===== src/design/mrr_pkg.sv =====
// Package for the multi-reader overwrite ring.
// Holds the entry and result types and the fixed field widths; no dependencies.
package mrr_pkg;

    localparam int SLOT_W       = 4;
    localparam int TYPE_W       = 8;
    localparam int ADDR_W       = 8;
    localparam int LEN_W        = 8;
    localparam int MASK_W       = 16;
    localparam int TIME_W       = 32;
    localparam int PAYLOAD_W    = 64;
    localparam int RESULT_LIMIT = 16;
    localparam int CNT_W        = 5;

    typedef struct packed {
        logic [MASK_W-1:0] streams;
        logic [TIME_W-1:0] stamp;
        logic [LEN_W-1:0]  len;
        logic [ADDR_W-1:0] addr;
        logic [TYPE_W-1:0] kind;
    } t_meta;

    typedef struct packed {
        logic [SLOT_W-1:0]    slot;
        logic [TYPE_W-1:0]    kind;
        logic [ADDR_W-1:0]    addr;
        logic [LEN_W-1:0]     len;
        logic [MASK_W-1:0]    matched;
        logic [TIME_W-1:0]    stamp;
        logic [PAYLOAD_W-1:0] payload;
    } t_result;

endpackage


===== src/design/multi_reader_overwrite_ring.sv =====
// Multi-reader overwrite ring: sequencer, scan stage and output register.
// An add accepts the item, reads the slot, then merges and writes it back.
// A read accepts the item, then reads one slot per cycle while the output does not stall,
// through the store's single read port, oldest first, then handles the last
// match and releases it with tlast. An item with no streams is accepted and dropped.
// Reset clears control state; slots read as zero through valid bits, no sweep.
module multi_reader_overwrite_ring #(
    parameter int DEPTH         = 16,
    parameter int PAYLOAD_BYTES = 8
) (
    input  logic         i_clk,
    input  logic         i_rst_n,
    input  logic         s_axis_tvalid,
    output logic         s_axis_tready,
    // elem_type[7:0], dest_address[15:8], payload_len[23:16],
    // stream_mask[39:24], payload[103:40], timestamp[135:104]
    input  logic [135:0] s_axis_tdata,
    // func[0]
    input  logic [0:0]   s_axis_tuser,
    output logic         m_axis_tvalid,
    input  logic         m_axis_tready,
    // slot_index[3:0], out_type[11:4], out_address[19:12], out_length[27:20],
    // matched_streams[43:28], out_timestamp[75:44], out_payload[139:76], zero[143:140]
    output logic [143:0] m_axis_tdata,
    output logic         m_axis_tlast
);
    import mrr_pkg::*;

    localparam int AW  = $clog2(DEPTH);
    localparam int PW  = PAYLOAD_BYTES * 8;
    localparam int IW  = $clog2(DEPTH + 1);
    localparam logic [1:0] S_IDLE   = 2'd0;
    localparam logic [1:0] S_ADD_RD = 2'd1;
    localparam logic [1:0] S_ADD_WR = 2'd2;
    localparam logic [1:0] S_SCAN   = 2'd3;
    localparam logic       FUNC_READ = 1'b1;

    logic [1:0]          r_state, n_state;
    logic [AW-1:0]       r_wr_slot, n_wr_slot;
    logic [AW-1:0]       r_rd_ptr, n_rd_ptr;
    logic [AW-1:0]       r_ev_slot, n_ev_slot;
    logic [IW-1:0]       r_issued, n_issued;
    logic [CNT_W-1:0]    r_cnt, n_cnt;
    logic                r_ev_v, n_ev_v;
    logic                r_held_v, n_held_v;
    logic                r_out_v, n_out_v;
    logic                r_out_last, n_out_last;
    t_result             r_held, n_held;
    t_result             r_out, n_out;
    t_meta               r_in_meta;
    logic [PW-1:0]       r_in_pay;

    logic                accept;
    logic                in_func;
    t_meta               in_meta;
    t_meta               rd_meta;
    logic [PW-1:0]       rd_pay;
    logic                wr_en;
    logic [AW-1:0]       wr_addr;
    t_meta               wr_meta;
    logic [PW-1:0]       wr_pay;
    logic                rd_en;
    logic [AW-1:0]       rd_addr;
    logic [PW-1:0]       byte_mask;
    logic [MASK_W-1:0]   hit_mask;
    logic                ev_hit;
    logic                out_free;
    logic                ev_stall;
    logic                issue;
    logic                scan_done;
    logic [SLOT_W+AW-1:0] slot_ext;
    logic [PAYLOAD_W-1:0] pay_ext;
    t_result             ev_res;

    assign s_axis_tready = (r_state == S_IDLE);
    assign accept        = s_axis_tvalid && s_axis_tready;
    assign in_func       = s_axis_tuser[0];
    assign in_meta.kind    = s_axis_tdata[7:0];
    assign in_meta.addr    = s_axis_tdata[15:8];
    assign in_meta.len     = s_axis_tdata[23:16];
    assign in_meta.streams = s_axis_tdata[39:24];
    assign in_meta.stamp   = s_axis_tdata[135:104];

    always_ff @(posedge i_clk) begin
        if (accept) begin
            r_in_meta <= in_meta;
            r_in_pay  <= s_axis_tdata[40 +: PW];
        end
    end

    always_comb begin
        for (int b = 0; b < PAYLOAD_BYTES; b++) begin
            byte_mask[b*8 +: 8] = {8{r_in_meta.len > LEN_W'(b)}};
        end
    end

    assign hit_mask  = rd_meta.streams & r_in_meta.streams;
    assign ev_hit    = r_ev_v && (|hit_mask) && (r_cnt < CNT_W'(RESULT_LIMIT));
    assign out_free  = !r_out_v || m_axis_tready;
    assign ev_stall  = ev_hit && r_held_v && !out_free;
    assign issue     = (r_state == S_SCAN) && (r_issued != IW'(DEPTH)) && !ev_stall;
    assign scan_done = (r_state == S_SCAN) && (r_issued == IW'(DEPTH)) && !r_ev_v;

    assign rd_en   = issue || (r_state == S_ADD_RD);
    assign rd_addr = (r_state == S_SCAN) ? r_rd_ptr : r_wr_slot;

    always_comb begin
        wr_en   = 1'b0;
        wr_addr = r_ev_slot;
        wr_meta = rd_meta;
        wr_pay  = rd_pay;
        if (r_state == S_ADD_WR) begin
            wr_en   = 1'b1;
            wr_addr = r_wr_slot;
            wr_meta = r_in_meta;
            wr_pay  = (rd_pay & ~byte_mask) | (r_in_pay & byte_mask);
        end else if (ev_hit && !ev_stall) begin
            wr_en           = 1'b1;
            wr_meta.streams = rd_meta.streams & ~hit_mask;
        end
    end

    mrr_store #(
        .DEPTH         (DEPTH),
        .PAYLOAD_BYTES (PAYLOAD_BYTES)
    ) u_store (
        .i_clk        (i_clk),
        .i_rst_n      (i_rst_n),
        .i_wr_en      (wr_en),
        .i_wr_addr    (wr_addr),
        .i_wr_meta    (wr_meta),
        .i_wr_payload (wr_pay),
        .i_rd_en      (rd_en),
        .i_rd_addr    (rd_addr),
        .o_rd_meta    (rd_meta),
        .o_rd_payload (rd_pay)
    );

    always_comb begin
        slot_ext = '0;
        slot_ext[AW-1:0] = r_ev_slot;
        pay_ext = '0;
        pay_ext[PW-1:0] = rd_pay;
        ev_res.slot    = slot_ext[SLOT_W-1:0];
        ev_res.kind    = rd_meta.kind;
        ev_res.addr    = rd_meta.addr;
        ev_res.len     = rd_meta.len;
        ev_res.matched = hit_mask;
        ev_res.stamp   = rd_meta.stamp;
        ev_res.payload = pay_ext;
    end

    always_comb begin
        n_state    = r_state;
        n_wr_slot  = r_wr_slot;
        n_rd_ptr   = r_rd_ptr;
        n_ev_slot  = r_ev_slot;
        n_issued   = r_issued;
        n_cnt      = r_cnt;
        n_ev_v     = issue ? 1'b1 : (ev_stall ? r_ev_v : 1'b0);
        n_held_v   = r_held_v;
        n_held     = r_held;
        n_out_v    = (r_out_v && m_axis_tready) ? 1'b0 : r_out_v;
        n_out      = r_out;
        n_out_last = r_out_last;

        if (issue) begin
            n_ev_slot = r_rd_ptr;
            n_issued  = r_issued + IW'(1);
            n_rd_ptr  = (r_rd_ptr == AW'(DEPTH - 1)) ? '0 : r_rd_ptr + AW'(1);
        end

        if (ev_hit && !ev_stall) begin
            if (r_held_v) begin
                n_out      = r_held;
                n_out_last = 1'b0;
                n_out_v    = 1'b1;
            end
            n_held   = ev_res;
            n_held_v = 1'b1;
            n_cnt    = r_cnt + CNT_W'(1);
        end

        unique case (r_state)
            S_IDLE: begin
                if (accept && (|in_meta.streams)) begin
                    if (in_func == FUNC_READ) begin
                        n_state  = S_SCAN;
                        n_rd_ptr = r_wr_slot;
                        n_issued = '0;
                        n_cnt    = '0;
                    end else begin
                        n_state = S_ADD_RD;
                    end
                end
            end
            S_ADD_RD: begin
                n_state = S_ADD_WR;
            end
            S_ADD_WR: begin
                n_state   = S_IDLE;
                n_wr_slot = (r_wr_slot == AW'(DEPTH - 1)) ? '0 : r_wr_slot + AW'(1);
            end
            S_SCAN: begin
                if (scan_done) begin
                    if (!r_held_v) begin
                        n_state = S_IDLE;
                    end else if (out_free) begin
                        n_out      = r_held;
                        n_out_last = 1'b1;
                        n_out_v    = 1'b1;
                        n_held_v   = 1'b0;
                        n_state    = S_IDLE;
                    end
                end
            end
            default: begin
                n_state = S_IDLE;
            end
        endcase
    end

    always_ff @(posedge i_clk) begin
        if (!i_rst_n) begin
            r_state   <= S_IDLE;
            r_wr_slot <= '0;
            r_rd_ptr  <= '0;
            r_issued  <= '0;
            r_cnt     <= '0;
            r_ev_v    <= 1'b0;
            r_held_v  <= 1'b0;
            r_out_v   <= 1'b0;
        end else begin
            r_state   <= n_state;
            r_wr_slot <= n_wr_slot;
            r_rd_ptr  <= n_rd_ptr;
            r_issued  <= n_issued;
            r_cnt     <= n_cnt;
            r_ev_v    <= n_ev_v;
            r_held_v  <= n_held_v;
            r_out_v   <= n_out_v;
        end
    end

    always_ff @(posedge i_clk) begin
        r_ev_slot  <= n_ev_slot;
        r_held     <= n_held;
        r_out      <= n_out;
        r_out_last <= n_out_last;
    end

    assign m_axis_tvalid = r_out_v;
    assign m_axis_tlast  = r_out_last;
    assign m_axis_tdata  = {4'b0000, r_out.payload, r_out.stamp, r_out.matched,
                            r_out.len, r_out.addr, r_out.kind, r_out.slot};

    a_idle_nothing_held: assert property (@(posedge i_clk) disable iff (!i_rst_n)
        (r_state == S_IDLE) |-> !r_held_v)
        else $error("A held result remains while the ring is idle.");

    a_out_has_match: assert property (@(posedge i_clk) disable iff (!i_rst_n)
        m_axis_tvalid |-> (|r_out.matched))
        else $error("An output transfer carries no matched streams.");

    a_write_in_owner_state: assert property (@(posedge i_clk) disable iff (!i_rst_n)
        wr_en |-> ((r_state == S_SCAN) || (r_state == S_ADD_WR)))
        else $error("Slot write outside an add or scan.");

    a_count_bound: assert property (@(posedge i_clk) disable iff (!i_rst_n)
        r_cnt <= CNT_W'(RESULT_LIMIT))
        else $error("Result count ran past its limit.");

    a_slot_advance: assert property (@(posedge i_clk) disable iff (!i_rst_n)
        (r_state == S_ADD_WR) |=> (r_wr_slot != $past(r_wr_slot)))
        else $error("Write slot did not advance after an add.");

endmodule


===== src/design/mrr_store.sv =====
// Slot store of the ring: one write port, one registered read port.
// Per-slot valid bits make unwritten slots read as zero. Uses mrr_pkg.
module mrr_store #(
    parameter int DEPTH         = 16,
    parameter int PAYLOAD_BYTES = 8
) (
    input  logic                         i_clk,
    input  logic                         i_rst_n,
    input  logic                         i_wr_en,
    input  logic [$clog2(DEPTH)-1:0]     i_wr_addr,
    input  mrr_pkg::t_meta               i_wr_meta,
    input  logic [PAYLOAD_BYTES*8-1:0]   i_wr_payload,
    input  logic                         i_rd_en,
    input  logic [$clog2(DEPTH)-1:0]     i_rd_addr,
    output mrr_pkg::t_meta               o_rd_meta,
    output logic [PAYLOAD_BYTES*8-1:0]   o_rd_payload
);
    import mrr_pkg::*;

    localparam int PW = PAYLOAD_BYTES * 8;

    t_meta            r_meta_mem [DEPTH];
    logic [PW-1:0]    r_pay_mem  [DEPTH];
    logic [DEPTH-1:0] r_vld;
    logic             r_rd_vld;
    t_meta            r_rd_meta;
    logic [PW-1:0]    r_rd_pay;

    always_ff @(posedge i_clk) begin
        if (i_wr_en) begin
            r_meta_mem[i_wr_addr] <= i_wr_meta;
            r_pay_mem[i_wr_addr]  <= i_wr_payload;
        end
        if (i_rd_en) begin
            r_rd_meta <= r_meta_mem[i_rd_addr];
            r_rd_pay  <= r_pay_mem[i_rd_addr];
        end
    end

    always_ff @(posedge i_clk) begin
        if (!i_rst_n) begin
            r_vld    <= '0;
            r_rd_vld <= 1'b0;
        end else begin
            if (i_wr_en) begin
                r_vld[i_wr_addr] <= 1'b1;
            end
            if (i_rd_en) begin
                r_rd_vld <= r_vld[i_rd_addr];
            end
        end
    end

    assign o_rd_meta    = r_rd_vld ? r_rd_meta : '0;
    assign o_rd_payload = r_rd_vld ? r_rd_pay : '0;

endmodule

===== config.mk =====
export PLATFORM = sky130hd
export DESIGN_NAME = multi_reader_overwrite_ring
export DESIGN_NICKNAME = d
export VERILOG_FILES = /design/src/design/mrr_pkg.sv /design/src/design/multi_reader_overwrite_ring.sv /design/src/design/mrr_store.sv
export SDC_FILE = /design/constraint.sdc
export NUM_CORES = 2
export LEC_CHECK = 0
export BUFFER_PORTS_ARGS = -buffer_cell sky130_fd_sc_hd__buf_2
export CAP_MARGIN = 0
export CORE_MARGIN = 1.5
export CORE_UTILIZATION = 55
export CTS_CLUSTER_SIZE = 16
export DETAILED_ROUTE_END_ITERATION = 7
export PLACE_DENSITY = 0.68
export SLEW_MARGIN = 0
export SYNTH_ARGS = -nofsm -noshare
export SYNTH_HDL_FRONTEND = slang
export SYNTH_SLANG_ARGS = --single-unit

===== constraint.sdc =====
create_clock -name i_clk -period 29.9 [get_ports i_clk]
set_input_delay 5.98 -clock i_clk [delete_from_list [all_inputs] [get_ports i_clk]]
set_output_delay 5.98 -clock i_clk [all_outputs]
set_load 0.05 [all_outputs]

======== Word-level counts from Yosys, hierarchy flattened ========
Memories as Yosys holds them, arrays and structs flattened. A register that Yosys moved wholly into a read port is not among the register bits.
Index checks and enable logic that the tools add are counted.
storage, ports and cells
  bits in registers ....................... 461
  output and inout bits ................... 147
  memories kept ........................... 2
  logic and storage cells ................. 154
  input bits .............................. 141
  bits in writable memories ............... 2,176
memories
  memory              words  width  rd ports  clocked after memory_dff  wr ports  line             source
  u_store.r_meta_mem  16     72     1         1                         1         mrr_store.sv:22  t_meta r_meta_mem [DEPTH];
  u_store.r_pay_mem   16     64     1         1                         1         mrr_store.sv:23  logic [PW-1:0] r_pay_mem [DEPTH];
cells by class
  equality and inequality tests ........... 11
  reduce and logical (&&, ||, !) cells .... 23
  bitwise logic cells ..................... 8
  order comparisons ....................... 12
  add/sub/neg operators ................... 4
  muxes and demuxes ....................... 62
operator list
  cell                   number
  $mux W140              6
  $and A64 B64 Y64       2
  $mux W64               2
  $mux W72               1
  $not A64 Y64           1
  $or A64 B64 Y64        1
  $mux W56               1
  $mux W5                8
  $and A16 B16 Y16       2
  $gt A8 B3 Y1 const B   4
  $mux W16               2
  $mux W4                8
  $reduce_or A16 Y1      2
  $mux W1                26
  $gt A8 B1 Y1 const B   2
  $gt A8 B2 Y1 const B   2
  $not A16 Y16           1
  $or A16 B16 Y16        1
  $logic_and A1 B1 Y1    13
  $add A5 B1 Y5 const B  2
  $lt A4 B5 Y1 const B   2
  $mux W2                5
  $add A4 B1 Y4 const B  2
  $eq A4 B4 Y1 const B   2
  16 further kinds       22

======== Longest topological paths before layout ========
  depth after elaboration ................. 14
  depth in mapped cells ................... 11
  mapped depth without buffers ............ 8

======== Hierarchy ========
A second synthesis with hierarchy kept.
unflattened totals
  cell total of the unflattened synthesis .. 4,611
  area total of the unflattened synthesis .. 104,240.0 um^2
modules (own cells, without submodules)
  module                       cells an instance  area each (um^2)  sequential area each (um^2)  instances
  mrr_store                    3,537              87,740.4          69,766.9                     1
  multi_reader_overwrite_ring  1,074              16,499.6          11,691.2                     1

======== Worst setup path before layout ========
Ideal clock, no wire load.
  kind .................................... input -> register
  start ................................... input port m_axis_tready
  end ..................................... memory u_store.r_meta_mem[13][0] in the netlist's numbering, enable pin
  path buffers ............................ 1
  required time ........................... 29.073 ns
  cell stages on the path ................. 7
  setup time .............................. 0.827 ns
  setup slack ............................. 12.457 ns
  arrival ................................. 16.616 ns
  cell sequence ........................... nor2b_1 > nand2_1 > nand2_1 > nor2_1 > a31oi_2 > buf_2 > nor3b_1
between the ends
  word-level cells in the longest chain between the ends .. 9
RTL lines
  element                        line                                source
  start: declaration             multi_reader_overwrite_ring.sv:21   input logic m_axis_tready,
  $logic_or A1 B1 Y1             multi_reader_overwrite_ring.sv:99   assign out_free = !r_out_v || m_axis_tready;
  $logic_not A1 Y1               multi_reader_overwrite_ring.sv:100  assign ev_stall = ev_hit && r_held_v && !out_free;
  $logic_and A1 B1 Y1            multi_reader_overwrite_ring.sv:100
  $logic_not A1 Y1               multi_reader_overwrite_ring.sv:117  end else if (ev_hit && !ev_stall) begin
  $logic_and A1 B1 Y1            multi_reader_overwrite_ring.sv:117
  $mux W1                        multi_reader_overwrite_ring.sv:117
  $mux W1                        multi_reader_overwrite_ring.sv:112  if (r_state == S_ADD_WR) begin
  $mux W1                        mrr_store.sv:30                     if (i_wr_en) begin
  $mux W1 (not written as such)  mrr_store.sv:31                     r_meta_mem[i_wr_addr] <= i_wr_meta;
  end: declaration               mrr_store.sv:22
No other way between the ends.

======== Worst setup path in the final report ========
  start ................................... input port m_axis_tready
  end ..................................... memory u_store.r_meta_mem[4][37] in the netlist's numbering, enable pin
Same word-level chain as after synthesis.

==> impl_metrics.ini <==
[final_layout]
multiInputGateArea_mm2 = 0.0228
fillers = 13400
fin_util_pct = 62.3
area_growth_syn_to_layout_pct = 12.2
antenna-diode-count = 0
ff_latch_area_mm2 = 0.0815
layout-drive-gt1-share_pct = 16.0
final_net_count = 7443

[logic_synthesis]
async_reset_ff_share_pct = 0
synth_top_area_share_pct = 73.4
syn-cell-area_mm2 = 0.106
ys_seq_elements = 2773
synth_cells = 7033
yosysWarnings = 0
yosysUniqueCellTypes = 60
synth.largest_area_cell = edfxtp_1
ys_seq_area_share_pct = 76.9
synth-edff-count = 2592
synth_most_common_cell = edfxtp_1
yosys-top-cells-area = edfxtp_1 73%, nand2_1 6.3%, nand3_1 4.7%
ys.flop_type = edfxtp_1
syn_area_per_cell_um2 = 15.1
synthTopCellsByCount = 2,592 x edfxtp_1, 1,779 x nand2_1, 1,005 x nand3_1

[worst_setup_path]
reg2reg_depth = 9
required_ns = 30.42
start_kind = primary input
critPathMaxFanout = 56
crit_type = primary input to register
worstSetupEndpointType = register
cp.arrival_ns = 10.20
r2r_setup_slack_ns = 23.63

[global_routing]
grtUsageTotal_pct = 27.0
grt_max_degree = 196
grt_first_pass_wirelength_mm = 392
grt_antenna_before_repair = 7
overflow = 0
first_global_vias = 61100

[die]
rows = 160
core_region_area_mm2 = 0.191
die_x_um = 442
dieArea_mm2 = 0.195
top_level_ports = 288
start_util_pct = 55.5
die_y_um = 442

[sta]
fin_crit_ns = 9.68
tightestPinTransition_ns = 1.29
hold_viol = 0
max_slew_margin_pct = 13.8
post-route-period-util_pct = 32.4
whs_ns = 0.442
slew_viol_final = 0
setup_tns_ns = 0
fin_worst_skew_ns = 0.0673
setup_viol = 0
timing.fmax_ghz = 0.103
rsz0062_at_grt = no

[power_and_ir_drop]
pwr-share-clk_pct = 41.5
ir_worst_vdd_mv = 0.0554
power_frac_comb_pct = 5.6
totalPowerFinal_mw = 8.35
p_seq_share_pct = 53.0
p_sw_share_pct = 21.7
p_int_mw = 6.54
p_switching_mw = 1.82
leakage_nw = 40.8
powerDensity_mw_per_mm2 = 70.3

[clocking]
path_clk_slew_ns = 0.06
clk_path_buf_depth = 4
cts_sinks = 2773
clkLatencyLatePin_ns = 0.94
cts_tree = yes
ctsHoldBuffers = 0
ctsResizeCount = 0
cts_setup_buffers = 0
h-tree-depth = 5
cts_buffers = 289
cts_root_buffer = clkbuf_16

[outcome]
status = complete, no violations

[hold_path]
min_path_type = register to register
min_path_cells = 1

[route]
first_iter_violations = 7195
drc = 0
wirelength_met1_mm = 103
postRouteAntennaNets = 0
top_layer = met5
drt-total-wl_mm = 267
met2WireLength_mm = 131
wl_per_cell_um = 26.7
met3WireLength_mm = 20.1
dr.pass1.iters = 6
vias = 61400
routed_via_density = 6.14

[job]
max_cap_violations = 0

[place]
hpwl_mm = 141
portBuffers = 283
gp_congestion = 0.844
==> cell type report <==
class	count	share of cell area (%)
clock buffer	374	6.67
clock inverter	118	0.937
sequential	2773	68.5
tap	2511	2.64
inverter	7	0.0221
multi-input combinational	3831	19.2
timing repair buffer	395	2.04
==> power groups by stage <==
| stage | clock (mW) | combinational [mW] | sequential [mW] |
|---|---|---|---|
| 2_1_floorplan | 0 | 0.280 | 4.50 |
| 3_3_place_gp | 0 | 0.454 | 4.50 |
| 6_report | 3.46 | 0.466 | 4.42 |
| 3_5_place_dp | 0 | 0.464 | 4.51 |
| 4_1_cts | 3.51 | 0.467 | 4.42 |
| 5_1_grt | 3.65 | 0.499 | 4.43 |
==> through the flow <==
| stage | setup slack [ns] | cells | area [µm²] |
|---|---|---|---|
| 2_1_floorplan | 12.46 | 7036 | 106000 |
| 3_3_place_gp | 19.42 | 9517 | 110000 |
| 3_5_place_dp | 19.31 | 9517 | 110000 |
| 4_1_cts | 20.28 | 10000 | 119000 |
| 5_1_grt | 20.02 | 10000 | 119000 |
| 6_report | 20.22 | 10000 | 119000 |
==> sequential cells by signal (all words and copies together), names as in the netlist, 16 cells and up <==
name and cells:
r_held 140, u_store.r_pay_mem 1024, r_in_pay 64, u_store.r_meta_mem 1152, m_axis_tdata 140, r_in_meta 72, u_store.r_rd_pay 64, u_store.r_vld 16
u_store.r_rd_meta 72
==> layer usage <==
layer / vias up / track usage (%)
li1: 26800 / -
met1: 31100 / 35.5
met2: 2919 / 44.6
met3: 544 / 3.87
met4: 4 / 12.8
met5: - / 0
==> layout by cell type (no fill, tap or decap), types with 60 or more instances in the layout <==
| cell | n |
|---|---|
| nand4_1 | 125 |
| clkbuf_1 | 60 |
| edfxtp_1 | 2592 |
| and2_1 | 121 |
| mux2_2 | 104 |
| clkbuf_16 | 300 |
| buf_4 | 99 |
| nand2_1 | 1774 |
| dfxtp_1 | 180 |
| mux2_4 | 100 |
| nand3_1 | 1005 |
| o2111ai_1 | 99 |
| mux4_2 | 147 |
| buf_2 | 283 |
==> worst paths after layout <==
check | from | end
worst max-delay path | m_axis_tready | u_store.r_meta_mem[4][37]
worst min-delay path | r_held[39] | m_axis_tdata[115]
worst max register to register | r_state[0] | u_store.r_rd_meta[37]
worst min register to register | r_held[39] | m_axis_tdata[115]
==> cell families after synthesis <==
kind of cell	Yosys count	share of synthesized area (%)
xor+xnor	7	0.0579
mux	381	5.93
flops	2773	76.9
simple gates	3137	13.1
buf+inv	432	1.90
compound gates	297	2.13
other cells	1	0.00354
fa+ha+maj	5	0.0590
==> critical path: stages <==
cell and delay [ns]:
buf_2 0.16, nor2b_1 0.17, nand2_1 0.16, nand2_1 0.16, nor2_4 0.15, buf_4 0.52, a31oi_2 0.54, nor3_2 0.62
buf_4 0.82, buf_4 0.80
(Power assumes the default switching activity.)
